<file path="src/cbt_pkg.sv">
// Shared types, codes and the byte class and lexer step functions of the CSV byte tokenizer.
package cbt_pkg;

  localparam int unsigned MaxEv     = 4;
  localparam int unsigned EvIdxW    = $clog2(MaxEv);
  localparam int unsigned QDepth    = 4;
  localparam int unsigned QPtrW     = $clog2(QDepth);
  localparam int unsigned LexSteps  = 4;

  localparam logic EvChar = 1'b0;
  localparam logic EvEnd  = 1'b1;

  typedef enum logic [7:0] {
    LX_BEGIN   = 8'b0000_0001,
    LX_SYMBOL  = 8'b0000_0010,
    LX_STRING  = 8'b0000_0100,
    LX_QUOTE   = 8'b0000_1000,
    LX_BSLASH  = 8'b0001_0000,
    LX_EOL     = 8'b0010_0000,
    LX_EOF     = 8'b0100_0000,
    LX_ILLEGAL = 8'b1000_0000
  } lex_state_e;

  typedef enum logic [3:0] {
    CL_OTHER,
    CL_QUOTE,
    CL_COMMA,
    CL_PLAIN,
    CL_BSLASH,
    CL_LF,
    CL_CR,
    CL_DEL,
    CL_EOF
  } cls_e;

  typedef enum logic [2:0] {
    TK_STRING  = 3'd0,
    TK_COMMA   = 3'd1,
    TK_EOL     = 3'd2,
    TK_EOF     = 3'd3,
    TK_ILLEGAL = 3'd4
  } tok_code_e;

  // One pass of the lexer over a byte: an optional content character, then an
  // optional token end.
  typedef struct packed {
    lex_state_e nxt;
    logic       used;
    logic       start;
    logic       has_char;
    logic       has_end;
    tok_code_e  end_code;
  } lex_step_t;

  // All results of one input byte. Every result of a byte shares its line.
  typedef struct packed {
    logic [7:0]                 byte_val;
    logic [15:0]                line;
    logic [EvIdxW-1:0]          last_idx;
    logic [MaxEv-1:0]           kind;
    logic [MaxEv-1:0][2:0]      code;
    logic [MaxEv-1:0][7:0]      tok;
  } q_entry_t;

  typedef struct packed {
    logic full;
    logic empty;
  } q_stat_t;

  function automatic cls_e classify(input logic [7:0] b);
    cls_e c;
    case (b) inside
      8'h22:                      c = CL_QUOTE;
      8'h2C:                      c = CL_COMMA;
      8'h5C:                      c = CL_BSLASH;
      8'h0A:                      c = CL_LF;
      8'h0D:                      c = CL_CR;
      8'h7F:                      c = CL_DEL;
      8'h1A:                      c = CL_EOF;
      8'h09, 8'h0C, [8'h20:8'hFF]: c = CL_PLAIN;
      default:                    c = CL_OTHER;
    endcase
    return c;
  endfunction

  function automatic lex_step_t lex_step(input lex_state_e s, input cls_e c);
    lex_step_t r;
    r.nxt      = s;
    r.used     = 1'b1;
    r.start    = 1'b0;
    r.has_char = 1'b0;
    r.has_end  = 1'b0;
    r.end_code = TK_STRING;
    case (s)
      LX_BEGIN: begin
        case (c)
          CL_CR: ;
          CL_LF: begin
            r.nxt = LX_EOL; r.start = 1'b1; r.has_char = 1'b1;
            r.has_end = 1'b1; r.end_code = TK_EOL;
          end
          CL_OTHER, CL_BSLASH, CL_PLAIN: begin
            r.nxt = LX_SYMBOL; r.start = 1'b1; r.has_char = 1'b1;
          end
          CL_QUOTE: begin
            r.nxt = LX_STRING; r.start = 1'b1;
          end
          CL_COMMA: begin
            r.start = 1'b1; r.has_char = 1'b1;
            r.has_end = 1'b1; r.end_code = TK_COMMA;
          end
          CL_EOF: begin
            r.nxt = LX_EOF; r.has_end = 1'b1; r.end_code = TK_EOF;
          end
          default: begin
            r.nxt = LX_ILLEGAL; r.start = 1'b1; r.has_char = 1'b1;
          end
        endcase
      end
      LX_SYMBOL: begin
        if (c == CL_CR) begin
          r.has_end = 1'b1; r.nxt = LX_BEGIN;
        end else if (c == CL_LF || c == CL_EOF || c == CL_COMMA) begin
          r.has_end = 1'b1; r.nxt = LX_BEGIN; r.used = 1'b0;
        end else begin
          r.has_char = 1'b1;
        end
      end
      LX_STRING: begin
        if (c == CL_BSLASH) begin
          r.nxt = LX_BSLASH;
        end else if (c == CL_QUOTE) begin
          r.nxt = LX_QUOTE;
        end else if (c == CL_CR) begin
          r.nxt = LX_QUOTE; r.used = 1'b0;
        end else if (c == CL_EOF) begin
          r.nxt = LX_BEGIN; r.has_end = 1'b1; r.used = 1'b0;
        end else begin
          r.has_char = 1'b1;
        end
      end
      LX_QUOTE: begin
        if (c == CL_QUOTE) begin
          r.nxt = LX_STRING; r.has_char = 1'b1;
        end else begin
          r.nxt = LX_BEGIN; r.has_end = 1'b1; r.used = 1'b0;
        end
      end
      LX_BSLASH: begin
        r.nxt = LX_STRING;
        if (c != CL_CR && c != CL_LF && c != CL_EOF) begin
          r.has_char = 1'b1;
        end else begin
          r.used = 1'b0;
        end
      end
      LX_EOL: begin
        if (c == CL_CR) begin
        end else if (c == CL_LF) begin
          r.start = 1'b1; r.has_char = 1'b1;
          r.has_end = 1'b1; r.end_code = TK_EOL;
        end else if (c == CL_EOF) begin
          r.nxt = LX_EOF; r.has_end = 1'b1; r.end_code = TK_EOF;
        end else begin
          r.nxt = LX_BEGIN; r.used = 1'b0;
        end
      end
      LX_EOF: begin
        r.has_end = 1'b1; r.end_code = TK_EOF;
      end
      LX_ILLEGAL: begin
        if (c == CL_OTHER || c == CL_BSLASH || c == CL_DEL) begin
          r.has_char = 1'b1;
        end else begin
          r.nxt = LX_BEGIN; r.has_end = 1'b1; r.end_code = TK_ILLEGAL; r.used = 1'b0;
        end
      end
      default: begin
        r.nxt = LX_BEGIN; r.used = 1'b0;
      end
    endcase
    return r;
  endfunction

endpackage

</file>
<file path="src/cbt_front.sv">
// Front end: classifies each byte and runs the lexer over it, building one queue entry.
module cbt_front import cbt_pkg::*; (
  input  logic     clk_i,
  input  logic     rst_ni,
  input  logic     accept_i,
  input  logic [7:0] byte_i,
  output logic     push_o,
  output q_entry_t entry_o
);

  lex_state_e state_q, state_d;
  logic [15:0] line_q, line_d;
  logic [7:0]  tok_q, tok_d;

  cls_e        cls;
  lex_step_t   step;
  logic        used;
  logic        eol;
  logic [EvIdxW:0] n_ev;

  always_comb begin
    cls      = classify(byte_i);
    state_d  = state_q;
    tok_d    = tok_q;
    used     = 1'b0;
    eol      = 1'b0;
    n_ev     = '0;
    step     = lex_step(state_q, cls);
    entry_o.byte_val = byte_i;
    entry_o.line     = line_q;
    entry_o.kind     = '0;
    entry_o.code     = '0;
    entry_o.tok      = '0;
    // The byte is offered again to the lexer until some pass consumes it.
    for (int i = 0; i < LexSteps; i++) begin
      if (!used) begin
        step = lex_step(state_d, cls);
        if (step.start && tok_d != 8'hFF) begin
          tok_d = tok_d + 8'd1;
        end
        if (step.has_char && n_ev < (EvIdxW + 1)'(MaxEv)) begin
          entry_o.kind[n_ev[EvIdxW-1:0]] = EvChar;
          entry_o.tok[n_ev[EvIdxW-1:0]]  = tok_d;
          n_ev = n_ev + 1'b1;
        end
        if (step.has_end && n_ev < (EvIdxW + 1)'(MaxEv)) begin
          entry_o.kind[n_ev[EvIdxW-1:0]] = EvEnd;
          entry_o.code[n_ev[EvIdxW-1:0]] = step.end_code;
          entry_o.tok[n_ev[EvIdxW-1:0]]  = tok_d;
          n_ev = n_ev + 1'b1;
        end
        if (step.has_end && step.end_code == TK_EOL) begin
          eol = 1'b1;
        end
        state_d = step.nxt;
        used    = step.used;
      end
    end
    entry_o.last_idx = EvIdxW'(n_ev - 1'b1);
    push_o = accept_i && (n_ev != '0);
    line_d = line_q;
    // An end-of-line token is always the final result of its byte.
    if (eol) begin
      tok_d = '0;
      if (line_q != 16'hFFFF) begin
        line_d = line_q + 16'd1;
      end
    end
  end

  always_ff @(posedge clk_i or negedge rst_ni) begin
    if (!rst_ni) begin
      state_q <= LX_BEGIN;
      line_q  <= 16'd1;
      tok_q   <= '0;
    end else if (accept_i) begin
      state_q <= state_d;
      line_q  <= line_d;
      tok_q   <= tok_d;
    end
  end

endmodule

</file>
<file path="src/cbt_queue.sv">
// Short queue of per-byte result entries between the front and back ends.
module cbt_queue import cbt_pkg::*; (
  input  logic     clk_i,
  input  logic     rst_ni,
  input  logic     push_i,
  input  q_entry_t entry_i,
  input  logic     pop_i,
  output q_entry_t entry_o,
  output q_stat_t  stat_o
);

  q_entry_t        mem_q [QDepth];
  logic [QPtrW-1:0] wr_ptr_q, rd_ptr_q;
  logic [QPtrW:0]   count_q;
  logic             do_push, do_pop;

  assign stat_o.full  = (count_q == (QPtrW + 1)'(QDepth));
  assign stat_o.empty = (count_q == '0);
  assign do_push      = push_i && !stat_o.full;
  assign do_pop       = pop_i && !stat_o.empty;
  assign entry_o      = mem_q[rd_ptr_q];

  always_ff @(posedge clk_i) begin
    if (do_push) begin
      mem_q[wr_ptr_q] <= entry_i;
    end
  end

  always_ff @(posedge clk_i or negedge rst_ni) begin
    if (!rst_ni) begin
      wr_ptr_q <= '0;
      rd_ptr_q <= '0;
      count_q  <= '0;
    end else begin
      if (do_push) wr_ptr_q <= wr_ptr_q + 1'b1;
      if (do_pop)  rd_ptr_q <= rd_ptr_q + 1'b1;
      if (do_push && !do_pop) begin
        count_q <= count_q + 1'b1;
      end else if (do_pop && !do_push) begin
        count_q <= count_q - 1'b1;
      end
    end
  end

endmodule

</file>
<file path="src/cbt_back.sv">
// Back end: feeds head-entry results to the output register, one per unstalled cycle.
module cbt_back import cbt_pkg::*; (
  input  logic        clk_i,
  input  logic        rst_ni,
  input  q_entry_t    entry_i,
  input  q_stat_t     stat_i,
  output logic        pop_o,
  output logic        valid_o,
  input  logic        ready_i,
  output logic        kind_o,
  output logic [7:0]  char_o,
  output logic [2:0]  code_o,
  output logic [15:0] line_o,
  output logic [7:0]  tok_o,
  output logic        last_o
);

  logic [EvIdxW-1:0] idx_q;
  logic              load;
  logic              at_last;

  assign load    = !stat_i.empty && (!valid_o || ready_i);
  assign at_last = (idx_q == entry_i.last_idx);
  assign pop_o   = load && at_last;

  always_ff @(posedge clk_i or negedge rst_ni) begin
    if (!rst_ni) begin
      valid_o <= 1'b0;
      idx_q   <= '0;
    end else begin
      if (load) begin
        valid_o <= 1'b1;
        idx_q   <= at_last ? '0 : idx_q + 1'b1;
      end else if (ready_i) begin
        valid_o <= 1'b0;
      end
    end
  end

  always_ff @(posedge clk_i) begin
    if (load) begin
      kind_o <= entry_i.kind[idx_q];
      char_o <= (entry_i.kind[idx_q] == EvChar) ? entry_i.byte_val : 8'd0;
      code_o <= (entry_i.kind[idx_q] == EvEnd) ? entry_i.code[idx_q] : 3'd0;
      line_o <= entry_i.line;
      tok_o  <= entry_i.tok[idx_q];
      last_o <= at_last;
    end
  end

endmodule

</file>
<file path="src/csv_byte_tokenizer_top.sv">
// Top level of the CSV byte tokenizer: front end, result queue and output back end.
//
//   Channel  Direction  Transfer when                  Payload
//   s_axis   in         s_axis_tvalid & s_axis_tready  tdata[7:0] = in_byte
//   m_axis   out        m_axis_tvalid & m_axis_tready  tuser = event_kind, tlast = last,
//                                                     tdata = char_value, token_code,
//                                                     line_count, token_index
//
// The front end takes one byte per cycle whenever the four-entry queue has room; the
// whole lexer pass over a byte, including re-examination of an unconsumed byte, is done
// in that cycle. The back end moves one result per cycle into the output register while
// that register is empty or being taken, and pops a byte's entry only with its last
// result. Bytes that produce no result never enter the queue. Reset is asynchronous
// and active low and leaves the lexer at the start of a token, the line counter at one
// and the token counter at zero. A stall on the output side fills the queue and only
// then drops s_axis_tready.
module csv_byte_tokenizer_top import cbt_pkg::*; (
  input  logic        clk_i,
  input  logic        rst_ni,
  input  logic        s_axis_tvalid,
  output logic        s_axis_tready,
  input  logic [7:0]  s_axis_tdata,   // [7:0] in_byte
  output logic        m_axis_tvalid,
  input  logic        m_axis_tready,
  output logic [39:0] m_axis_tdata,   // [7:0] char_value, [10:8] token_code,
                                      // [26:11] line_count, [34:27] token_index, rest zero
  output logic        m_axis_tuser,   // [0] event_kind
  output logic        m_axis_tlast
);

  logic        in_accept;
  logic        push;
  logic        pop;
  q_entry_t    front_entry;
  q_entry_t    head_entry;
  q_stat_t     q_stat;
  logic [7:0]  char_value;
  logic [2:0]  token_code;
  logic [15:0] line_count;
  logic [7:0]  token_index;

  // Input transfers stop only when the queue is full.
  assign s_axis_tready = !q_stat.full;
  assign in_accept     = s_axis_tvalid && s_axis_tready;

  cbt_front u_front (
    .clk_i    (clk_i),
    .rst_ni   (rst_ni),
    .accept_i (in_accept),
    .byte_i   (s_axis_tdata),
    .push_o   (push),
    .entry_o  (front_entry)
  );

  cbt_queue u_queue (
    .clk_i   (clk_i),
    .rst_ni  (rst_ni),
    .push_i  (push),
    .entry_i (front_entry),
    .pop_i   (pop),
    .entry_o (head_entry),
    .stat_o  (q_stat)
  );

  cbt_back u_back (
    .clk_i   (clk_i),
    .rst_ni  (rst_ni),
    .entry_i (head_entry),
    .stat_i  (q_stat),
    .pop_o   (pop),
    .valid_o (m_axis_tvalid),
    .ready_i (m_axis_tready),
    .kind_o  (m_axis_tuser),
    .char_o  (char_value),
    .code_o  (token_code),
    .line_o  (line_count),
    .tok_o   (token_index),
    .last_o  (m_axis_tlast)
  );

  assign m_axis_tdata = {5'd0, token_index, line_count, token_code, char_value};

  // Waiting results are always moved into an empty output register.
  a_back_loads: assert property (@(posedge clk_i) disable iff (!rst_ni)
    !q_stat.empty && !m_axis_tvalid |=> m_axis_tvalid)
    else $error("queued result not loaded into empty output register");

  // With nothing queued, an empty output register stays empty.
  a_no_phantom: assert property (@(posedge clk_i) disable iff (!rst_ni)
    q_stat.empty && !m_axis_tvalid |=> !m_axis_tvalid)
    else $error("result appeared with empty queue");

  // An end-of-line token is always the final result of its byte.
  a_eol_last: assert property (@(posedge clk_i) disable iff (!rst_ni)
    m_axis_tvalid && (m_axis_tuser == EvEnd) && (token_code == TK_EOL) |-> m_axis_tlast)
    else $error("end-of-line token not marked last");

endmodule

</file>
<file path="config.mk">
export PLATFORM = sky130hd
export DESIGN_NAME = csv_byte_tokenizer_top
export DESIGN_NICKNAME = d
export VERILOG_FILES = /design/src/cbt_pkg.sv /design/src/cbt_front.sv /design/src/cbt_queue.sv /design/src/cbt_back.sv /design/src/csv_byte_tokenizer_top.sv
export SDC_FILE = /design/constraint.sdc
export NUM_CORES = 1
export LEC_CHECK = 0
export BUFFER_PORTS_ARGS = -buffer_cell sky130_fd_sc_hd__buf_2
export CELL_PAD_IN_SITES_DETAIL_PLACEMENT = 1
export CELL_PAD_IN_SITES_GLOBAL_PLACEMENT = 2
export CORE_MARGIN = 1
export CORE_UTILIZATION = 43
export CTS_BUF_LIST = sky130_fd_sc_hd__clkbuf_8
export DETAILED_ROUTE_END_ITERATION = 7
export PLACE_DENSITY_LB_ADDON = 0.1
export SYNTH_ARGS = -nofsm -noshare
export SYNTH_HDL_FRONTEND = slang
export SYNTH_SLANG_ARGS = --single-unit
</file>
<file path="constraint.sdc">
create_clock -name clk_i -period 7 [get_ports clk_i]
set_input_delay 0.35 -clock clk_i [delete_from_list [all_inputs] [get_ports clk_i]]
set_output_delay 0.35 -clock clk_i [all_outputs]
set_load 0.005 [all_outputs]
</file>
==> metrics.txt, run 1 <==
# TYPE chip_impl_metric gauge
chip_impl_metric{name="synth_cells",unit=""} 1159
chip_impl_metric{name="dpl.hpwl",unit="µm"} 29100
chip_impl_metric{name="power.static_leakage",unit="nW"} 7.21
chip_impl_metric{name="timing_max_transition_violations_final",unit=""} 0
chip_impl_metric{name="synthDominantCellAreaShare",unit="%"} 56.9
chip_impl_metric{name="groute.usage.overall",unit="%"} 21.4
chip_impl_metric{name="setup_total_negative_slack",unit="ns"} 0
chip_impl_metric{name="std_cell_rows",unit=""} 73
chip_impl_metric{name="worst_pin_slew",unit="ns"} 1.03
chip_impl_metric{name="timing.max_cap.violations",unit=""} 0
chip_impl_info{name="startpoint_type",value="register"} 1
chip_impl_metric{name="synth.yosys.warnings",unit=""} 0
chip_impl_metric{name="ys_types",unit=""} 106
chip_impl_metric{name="sequential_cell_area",unit="µm²"} 11100
chip_impl_metric{name="multi_input_comb_area",unit="µm²"} 6180
chip_impl_metric{name="initialDrtViolationCount",unit=""} 448
chip_impl_info{name="setup_repair_after_global_routing_missed_its_margin",value="no"} 1
chip_impl_metric{name="worst_skew_pair.late_latency",unit="ns"} 0.61
chip_impl_metric{name="port_buffers",unit=""} 50
chip_impl_metric{name="fin_crit",unit="ns"} 6.57
chip_impl_metric{name="ant_nets",unit=""} 0
chip_impl_metric{name="first_global_vias",unit=""} 11200
chip_impl_info{name="holdCritPathClass",value="in -> reg"} 1
chip_impl_info{name="synthDominantAreaCellType",value="sky130_fd_sc_hd__edfxtp_1"} 1
chip_impl_metric{name="syn-cell-area",unit="µm²"} 17600
chip_impl_metric{name="synth_async_sr_flop_share",unit="%"} 11.2
chip_impl_metric{name="num-fill-cells",unit=""} 3923
chip_impl_metric{name="dr_drc_count",unit=""} 0
chip_impl_metric{name="layout-drive-gt1-share",unit="%"} 24.3
chip_impl_metric{name="ys_seq_area_share",unit="%"} 62.9
chip_impl_metric{name="cpPeakStageDelay",unit="ns"} 0.69
chip_impl_metric{name="globalRoute.totalOverflow",unit=""} 0
chip_impl_metric{name="placed_cells_incl_taps",unit=""} 1723
chip_impl_metric{name="fp.dieArea",unit="µm²"} 41700
chip_impl_metric{name="grt_start_max_net_pins",unit=""} 59
chip_impl_metric{name="report.final.hold_viol_count",unit=""} 0
chip_impl_metric{name="post_cts.repair.setup_buffers",unit=""} 0
chip_impl_metric{name="drt_wl_total",unit="µm"} 42800
chip_impl_metric{name="clock_sink_count",unit=""} 375
chip_impl_metric{name="core_area",unit="µm²"} 40000
chip_impl_metric{name="fin_worst_skew",unit="ns"} 0.0268
chip_impl_info{name="cp_slowest_cell",value="sky130_fd_sc_hd__nor4_1"} 1
chip_impl_metric{name="fmax",unit="MHz"} 152
chip_impl_info{name="clock_tree_from_tritoncts",value="built"} 1
chip_impl_metric{name="routed-via-count",unit=""} 10500
chip_impl_metric{name="synth-seq-cells",unit=""} 375
chip_impl_metric{name="floorplan.initialDensity",unit="%"} 43.9
chip_impl_metric{name="slew_headroom",unit="%"} 31.5
chip_impl_metric{name="critical_path_required",unit="ns"} 7.52
chip_impl_metric{name="p_switching",unit="mW"} 3.45
chip_impl_info{name="path_class",value="reg -> reg"} 1
chip_impl_metric{name="drt-wirelength-per-cell",unit="µm"} 23.2
chip_impl_info{name="clk_root_buffer_cell",value="sky130_fd_sc_hd__clkbuf_8"} 1
chip_impl_metric{name="cts.path.max_buffers",unit=""} 3
chip_impl_metric{name="fin_total_pwr",unit="mW"} 9.70
chip_impl_metric{name="cell_area_power_density",unit="nW/µm²"} 485
chip_impl_info{name="outcome",value="completed"} 1
chip_impl_metric{name="combPwrFrac",unit="%"} 38.8
chip_impl_metric{name="ir_worst_vdd",unit="V"} 0.000264
chip_impl_metric{name="path_max_fanout",unit=""} 11
chip_impl_metric{name="fp.dieW",unit="µm"} 204
chip_impl_metric{name="portion_of_the_clock_cycle_consumed_by_the_worst_path_in_the_final_layout",unit="%"} 93.9
chip_impl_metric{name="cts-htree-levels",unit=""} 3
chip_impl_metric{name="number_of_antenna_violations_at_the_first_check_in_global_routing",unit=""} 0
chip_impl_metric{name="drtPass1Iterations",unit=""} 4
chip_impl_metric{name="finish.cell_count_without_fillers",unit=""} 1845
chip_impl_metric{name="count_of_flip_flops_with_a_built_in_enable_after_synthesis",unit=""} 333
chip_impl_metric{name="clk_pin_slew",unit="ns"} 0.06
chip_impl_metric{name="cts_inserted_buffers",unit=""} 67
chip_impl_metric{name="internal_power",unit="mW"} 6.25
chip_impl_metric{name="power_switching_share",unit="%"} 35.6
chip_impl_metric{name="diodes",unit=""} 0
chip_impl_metric{name="crit_path_arrival_time",unit="ns"} 7.09
chip_impl_info{name="crit_path_end_kind",value="register"} 1
chip_impl_info{name="cpMostUsedCell",value="sky130_fd_sc_hd__ha_1"} 1
chip_impl_metric{name="chipHeight",unit="µm"} 204
chip_impl_metric{name="io_pins",unit=""} 56
chip_impl_metric{name="power.share.sequential",unit="%"} 39.6
chip_impl_metric{name="grt_pass1_wl",unit="µm"} 66800
chip_impl_metric{name="flow.area_growth_from_synthesis",unit="%"} 14.0
chip_impl_metric{name="final_weighted_congestion_in_routability_driven_placement",unit=""} 0.834
chip_impl_metric{name="report.final.setup_viol",unit=""} 0
chip_impl_info{name="primary_flip_flop_cell_chosen_by_synthesis_mapping",value="sky130_fd_sc_hd__edfxtp_1"} 1
chip_impl_metric{name="syn-mean-instance-area",unit="µm²"} 15.2
chip_impl_metric{name="final_net_count",unit=""} 1305
chip_impl_metric{name="power_frac_clock",unit="%"} 21.7
chip_impl_metric{name="routed_via_density",unit=""} 5.68
chip_impl_info{name="synth_top_cells_by_area",value="sky130_fd_sc_hd__edfxtp_1 57%, sky130_fd_sc_hd__mux4_2 11%, sky130_fd_sc_hd__dfrtp_1 5.7%"} 1
==> Yosys cell counts (all sizes together), types with 4 or more instances <==
cell	number
ha	23
a21oi	45
a22o	4
mux2	8
nand4b	5
nand2	91
o21a	5
dfrtp	40
nor2b	11
mux4	86
buf	39
a311oi	4
nand4	16
or2	10
nor3b	5
xnor2	28
and4bb	4
a31oi	14
xor2	16
o211ai	8
or3	7
a221oi	5
mux2i	9
clkbuf	23
o22ai	19
nor4	10
and2	20
nor4b	7
nand3	18
inv	28
a211oi	13
nor3	24
o21ai	38
and3	20
edfxtp	333
and4	6
o31ai	4
nand2b	8
nor2	51
==> what timing repair did <==
action | CTS | global route
hold buffers | 2 | 0
endpoints found under the setup margin | 0 | 1
resized for setup | 0 | 1
hold endpoints to repair | 41 | 0
==> flip-flops by register name, indices dropped and copies added (netlist names) <==
| register | flops |
|---|---|
| u_back.line_o | 16 |
| u_queue.count_q | 3 |
| u_back.tok_o | 8 |
| u_front.state_q | 8 |
| u_front.line_q | 16 |
| u_back.kind_o | 1 |
| u_queue.wr_ptr_q | 2 |
| u_queue.mem_q | 296 |
| u_back.last_o | 1 |
| u_queue.rd_ptr_q | 2 |
| u_back.char_o | 8 |
| u_front.tok_q | 8 |
| u_back.valid_o | 1 |
| u_back.code_o | 3 |
| u_back.idx_q | 2 |
==> critical path: cells and delay by family (launching register included) <==
family	cells	cell delay [ns]
and+or+nand+nor	6	1.67
DFF	1	0.68
buffers and inverters	4	0.48
muxes	3	0.65
xor gates and xnor gates	2	0.32
AOI/OAI and AO/OA	4	0.92
adders and majority gates	6	1.78
==> power groups by stage <==
stage	clock network, mW	logic (mW)	registers [mW]
after floorplan	0	2.65	3.75
final	2.10	3.76	3.84
after global placement	0	3.76	3.86
after global routing	2.25	4.14	3.92
after CTS	2.18	3.82	3.86
after detailed placement	0	3.81	3.90
==> area by class of cell <==
| type | instances | area share, % |
|---|---|---|
| clock buffers | 73 | 5.02 |
| clock inverters | 47 | 1.91 |
| inverters | 28 | 0.525 |
| multi-input cells | 710 | 30.9 |
| flip-flops and latches | 375 | 55.2 |
| well taps | 525 | 3.28 |
| repair buffers | 87 | 3.16 |
==> through the flow <==
stage / hold WS [ns] / setup slack [ns] / area (µm²) / util, %
2_1_floorplan: 0.0544 / 0.0335 / 17600 / -
3_3_place_gp: 0.495 / 0.356 / 18600 / 46.5
4_1_cts: 0.114 / 0.425 / 20000 / 50.0
5_1_grt: 0.138 / 0.0135 / 20000 / 50.1
3_5_place_dp: 0.498 / 0.177 / 18600 / 46.5
6_report: 0.168 / 0.425 / 20000 / 50.1
==> worst paths after layout <==
kind                                    start              endpoint  slack (ns)  depth (start not counted)
max reg2reg                u_front.state_q[0]    u_queue.count_q[2]        0.43                         25
min in group asynchronous              rst_ni    u_front.state_q[3]        0.38                          3
min reg2reg                u_queue.count_q[2]    u_queue.count_q[2]        0.51                          1
max in group asynchronous              rst_ni   u_queue.rd_ptr_q[0]        6.10                          3
max                        u_front.state_q[0]    u_queue.count_q[2]        0.43                         25
min                           s_axis_tdata[1]  u_queue.mem_q[1][67]        0.17                          1
==> kinds of logic after synthesis <==
kind of cell	count (synthesis)	share of synthesized area, %
AO/OA/AOI/OAI	197	8.22
multiplexers	103	12.1
XOR/XNOR	44	2.19
adder cells (fa/ha/maj)	24	1.75
buffers and inverters	90	2.38
AND/OR/NAND/NOR	325	10.5
flip-flops	375	62.9
other	1	0.0213
==> cells in the final DEF (no fill, tap or decap), types with 6 or more instances in the layout <==
cell	Yosys	routed
sky130_fd_sc_hd__edfxtp_1	333	333
sky130_fd_sc_hd__nand2_1	91	91
sky130_fd_sc_hd__mux4_2	86	86
sky130_fd_sc_hd__clkbuf_8	0	73
sky130_fd_sc_hd__inv_1	27	56
sky130_fd_sc_hd__buf_2	16	50
sky130_fd_sc_hd__nor2_1	49	49
sky130_fd_sc_hd__a21oi_1	44	43
sky130_fd_sc_hd__dfrtp_1	40	38
sky130_fd_sc_hd__o21ai_0	31	31
sky130_fd_sc_hd__xnor2_1	28	28
sky130_fd_sc_hd__buf_4	12	27
sky130_fd_sc_hd__ha_1	23	23
sky130_fd_sc_hd__and3_1	20	20
sky130_fd_sc_hd__nor3_1	21	20
sky130_fd_sc_hd__o22ai_1	18	18
sky130_fd_sc_hd__nand3_1	17	17
sky130_fd_sc_hd__conb_1	1	17
sky130_fd_sc_hd__nand4_1	16	16
sky130_fd_sc_hd__and2_1	20	16
sky130_fd_sc_hd__xor2_1	16	16
sky130_fd_sc_hd__nor2b_1	11	11
sky130_fd_sc_hd__a31oi_1	11	11
sky130_fd_sc_hd__a211oi_1	10	10
sky130_fd_sc_hd__mux2i_1	9	9
sky130_fd_sc_hd__nand2b_1	8	8
sky130_fd_sc_hd__buf_12	0	8
sky130_fd_sc_hd__nor4_1	7	7
sky130_fd_sc_hd__o211ai_1	7	7
sky130_fd_sc_hd__or2_2	7	7
sky130_fd_sc_hd__mux2_2	7	7
sky130_fd_sc_hd__bufinv_16	0	7
sky130_fd_sc_hd__and4_1	6	6
sky130_fd_sc_hd__or3_1	6	6
==> layer usage <==
layer | up-vias | wire length (µm) | GRT usage (%)
li1 | 4815 | - | -
met1 | 5390 | 19500 | 28.8
met2 | 196 | 20900 | 35.7
met3 | 70 | 1600 | 3.67
met4 | 0 | 789 | 6.34
met5 | - | 0 | 0
No activity file was read; power rests on OpenSTA's default activity.
==> run 2: changes to the inputs <==
--- a/config.mk
+++ b/config.mk
@@ -8,6 +8,7 @@
 export BUFFER_PORTS_ARGS = -buffer_cell sky130_fd_sc_hd__buf_2
 export CELL_PAD_IN_SITES_DETAIL_PLACEMENT = 1
 export CELL_PAD_IN_SITES_GLOBAL_PLACEMENT = 2
+export CORE_ASPECT_RATIO = 1.75
 export CORE_MARGIN = 1
 export CORE_UTILIZATION = 43
 export CTS_BUF_LIST = sky130_fd_sc_hd__clkbuf_8
==> run 2 against run 1 <==
  * Wire length up 3.2%
  * Worst setup slack better by 0.12 ns
  * First-iteration DRC count down 11%
  * Sequential power about the same
  * Cell count up 0.33%
  * Global-route usage up 0.37 points
  * Final area down 1.5%
  * Core utilization down 0.96 points
  * Non-clock buffer count up 3
  * Sequential cell count unchanged
  * Critical path type unchanged
  * Largest power group unchanged
==> metrics.txt, run 2 (synthesis gave the netlist of run 1 again) <==
# TYPE chip_impl_metric gauge
chip_impl_metric{name="worst_pin_slew",unit="ns"} 0.972
chip_impl_metric{name="layout-drive-gt1-share",unit="%"} 23.4
chip_impl_metric{name="report.final.hold_viol_count",unit=""} 0
chip_impl_metric{name="largest_reg_flops",unit=""} 296
chip_impl_metric{name="std_cell_rows",unit=""} 97
chip_impl_metric{name="slew_headroom",unit="%"} 35.2
chip_impl_metric{name="floorplan.initialDensity",unit="%"} 43.7
chip_impl_metric{name="core_area",unit="µm²"} 40200
chip_impl_info{name="path_class",value="reg -> reg"} 1
chip_impl_metric{name="routed-via-count",unit=""} 10500
chip_impl_info{name="setup_repair_after_global_routing_missed_its_margin",value="no"} 1
chip_impl_metric{name="number_of_antenna_violations_at_the_first_check_in_global_routing",unit=""} 1
chip_impl_info{name="hold_path_end",value="u_queue.mem_q[1][69]"} 1
chip_impl_info{name="worstHoldStart",value="s_axis_tdata[3]"} 1
chip_impl_metric{name="final_net_count",unit=""} 1296
chip_impl_metric{name="fp.dieW",unit="µm"} 155
chip_impl_metric{name="final_critical_path_setup_slack",unit="ns"} 0.547
chip_impl_metric{name="globalRoute.totalOverflow",unit=""} 0
chip_impl_metric{name="dr_drc_count",unit=""} 0
chip_impl_metric{name="cell_area_power_density",unit="nW/µm²"} 472
chip_impl_info{name="highest_count_cells_in_the_layout_ignoring_fill_and_taps",value="333 x sky130_fd_sc_hd__edfxtp_1, 91 x sky130_fd_sc_hd__nand2_1, 86 x sky130_fd_sc_hd__mux4_2"} 1
chip_impl_info{name="critical_path.reg2reg.endpoint",value="u_queue.count_q[2]"} 1
chip_impl_metric{name="fin_worst_skew",unit="ns"} 0.0308
chip_impl_metric{name="cts-htree-levels",unit=""} 2
chip_impl_metric{name="crit_path_arrival_time",unit="ns"} 6.99
chip_impl_metric{name="fin_total_pwr",unit="mW"} 9.32
chip_impl_metric{name="initialDrtViolationCount",unit=""} 400
chip_impl_metric{name="cts_repair_resize_count",unit=""} 0
chip_impl_metric{name="drtPass1Iterations",unit=""} 7
chip_impl_metric{name="report.final.setup_viol",unit=""} 0
chip_impl_metric{name="io_pins",unit=""} 56
chip_impl_info{name="clock_tree_from_tritoncts",value="built"} 1
chip_impl_metric{name="cts.path.max_buffers",unit=""} 3
chip_impl_info{name="layout.cells.most_common",value="sky130_fd_sc_hd__edfxtp_1"} 1
chip_impl_metric{name="critical_path_required",unit="ns"} 7.54
chip_impl_metric{name="flow.area_growth_from_synthesis",unit="%"} 12.3
chip_impl_metric{name="sequential_cell_area",unit="µm²"} 11100
chip_impl_metric{name="dpl.hpwl",unit="µm"} 31100
chip_impl_metric{name="routed_via_density",unit=""} 5.65
chip_impl_metric{name="grt_pass1_wl",unit="µm"} 68200
chip_impl_info{name="outcome",value="completed"} 1
chip_impl_metric{name="portion_of_the_clock_cycle_consumed_by_the_worst_path_in_the_final_layout",unit="%"} 92.2
chip_impl_metric{name="multi_input_comb_area",unit="µm²"} 6180
chip_impl_metric{name="port_buffers",unit=""} 50
chip_impl_metric{name="fin_hold_ws",unit="ns"} 0.147
chip_impl_metric{name="clk_pin_slew",unit="ns"} 0.07
chip_impl_metric{name="timing_max_transition_violations_final",unit=""} 0
chip_impl_metric{name="post-route-util",unit="%"} 49.1
chip_impl_metric{name="hold-path-cell-count",unit=""} 1
chip_impl_metric{name="post_cts.repair.setup_buffers",unit=""} 0
chip_impl_metric{name="final_weighted_congestion_in_routability_driven_placement",unit=""} 0.883
chip_impl_metric{name="drt-wirelength-per-cell",unit="µm"} 23.8
chip_impl_metric{name="clock_sink_count",unit=""} 375
chip_impl_metric{name="slack_of_the_worst_reg_to_reg_path",unit="ns"} 0.55
chip_impl_metric{name="timing.max_cap.violations",unit=""} 0
chip_impl_info{name="startpoint_type",value="register"} 1
chip_impl_metric{name="worst_skew_pair.late_latency",unit="ns"} 0.62
chip_impl_metric{name="fmax",unit="MHz"} 155
chip_impl_metric{name="setup_total_negative_slack",unit="ns"} 0
chip_impl_metric{name="fin_crit",unit="ns"} 6.45
chip_impl_metric{name="ir_worst_vdd",unit="V"} 0.000279
chip_impl_info{name="cpMostUsedCell",value="sky130_fd_sc_hd__ha_1"} 1
chip_impl_metric{name="chipHeight",unit="µm"} 269
chip_impl_metric{name="fp.dieArea",unit="µm²"} 41700
chip_impl_info{name="top_reg_by_flops",value="u_queue.mem_q"} 1
chip_impl_metric{name="path_max_fanout",unit=""} 11
chip_impl_metric{name="first_global_vias",unit=""} 11300
chip_impl_info{name="rr_startpoint",value="u_front.state_q[0]"} 1
chip_impl_info{name="holdCritPathClass",value="in -> reg"} 1
chip_impl_metric{name="grt_start_max_net_pins",unit=""} 60
chip_impl_metric{name="drt_wl_total",unit="µm"} 44100
chip_impl_metric{name="num-fill-cells",unit=""} 3996
chip_impl_info{name="clk_root_buffer_cell",value="sky130_fd_sc_hd__clkbuf_8"} 1
chip_impl_metric{name="ant_nets",unit=""} 0
chip_impl_metric{name="cpPeakStageDelay",unit="ns"} 0.69
chip_impl_info{name="crit_path_end_kind",value="register"} 1
chip_impl_metric{name="power.static_leakage",unit="nW"} 7.03
chip_impl_metric{name="cts_inserted_buffers",unit=""} 55
chip_impl_info{name="reg_top3",value="u_queue.mem_q: 296 flops, u_back.line_o: 16 flops, u_front.line_q: 16 flops"} 1
chip_impl_metric{name="place_worst_setup_slack",unit="ns"} 0.291
chip_impl_metric{name="r2r_cells",unit=""} 26
chip_impl_info{name="cp_slowest_cell",value="sky130_fd_sc_hd__dfstp_2"} 1
chip_impl_metric{name="groute.usage.overall",unit="%"} 21.8
## run 2: cell count changes in the layout (fill, tap and decap cells not counted), moves of 2 or more
cell	delta
sky130_fd_sc_hd__clkbuf_8	-15
sky130_fd_sc_hd__buf_4	+4
sky130_fd_sc_hd__clkinvlp_4	-2
sky130_fd_sc_hd__inv_1	-9
sky130_fd_sc_hd__bufinv_16	-5
sky130_fd_sc_hd__clkinv_1	+10
sky130_fd_sc_hd__clkinv_2	+3
## run 2: what timing repair did
action	4_1_cts	5_1_grt
setup endpoints to repair	0	0
hold endpoints to repair	41	0
hold buffers	2	0
## run 2: how the worst max path moves through the flow
stage               slack (ns)                  end                from
finish                    0.55   u_queue.count_q[2]  u_front.state_q[0]
global route              0.11   u_queue.count_q[2]  u_front.state_q[0]
CTS                       0.61   u_queue.count_q[2]  u_front.state_q[0]
detailed placement        0.29   u_queue.count_q[2]     s_axis_tdata[1]
global placement          0.35   u_queue.count_q[2]     s_axis_tdata[0]
floorplan                 0.03  u_queue.mem_q[2][0]     s_axis_tdata[6]
## run 2: final cells by class
type	count	share of cell area [%]
repair buffers	90	3.26
clock buffers	58	4.05
well taps	544	3.45
diodes	1	0.0127
inverters	28	0.533
clock inverters	45	1.29
flip-flops and latches	375	56.1
multi-input cells	710	31.3
## run 2: power breakdown
group	internal [mW]	total, mW	switching, mW
Combinational	1.53	3.78	2.25
Clock	0.846	1.69	0.841
Sequential	3.53	3.85	0.324
Total	5.90	9.32	3.42
## run 2: stage by stage
| step | cell area [µm²] | instances |
|---|---|---|
| final | 19700 | 1851 |
| after global routing | 19700 | 1851 |
| after CTS | 19700 | 1850 |
| after detailed placement | 18600 | 1745 |
| after global placement | 18600 | 1745 |
| after floorplan | 17600 | 1175 |
## run 2: worst max-delay path, delay by kind of cell (launching register included)
kind                       cells  cell delay (ns)
adders and majority gates      7             2.04
and+or+nand+nor                5             1.44
muxes                          4             0.70
DFF                            1             0.69
buffers and inverters          5             0.61
AOI/OAI and AO/OA              3             0.59
xor gates and xnor gates       2             0.33
## run 2: routing by layer
metal / track usage, % / wire length (µm) / up-vias
met5: 0 / 0 / -
met3: 2.36 / 1040 / 102
met1: 23.7 / 16600 / 5373
li1: - / - / 4787
met4: 10.2 / 1930 / 0
met2: 41.5 / 24600 / 189
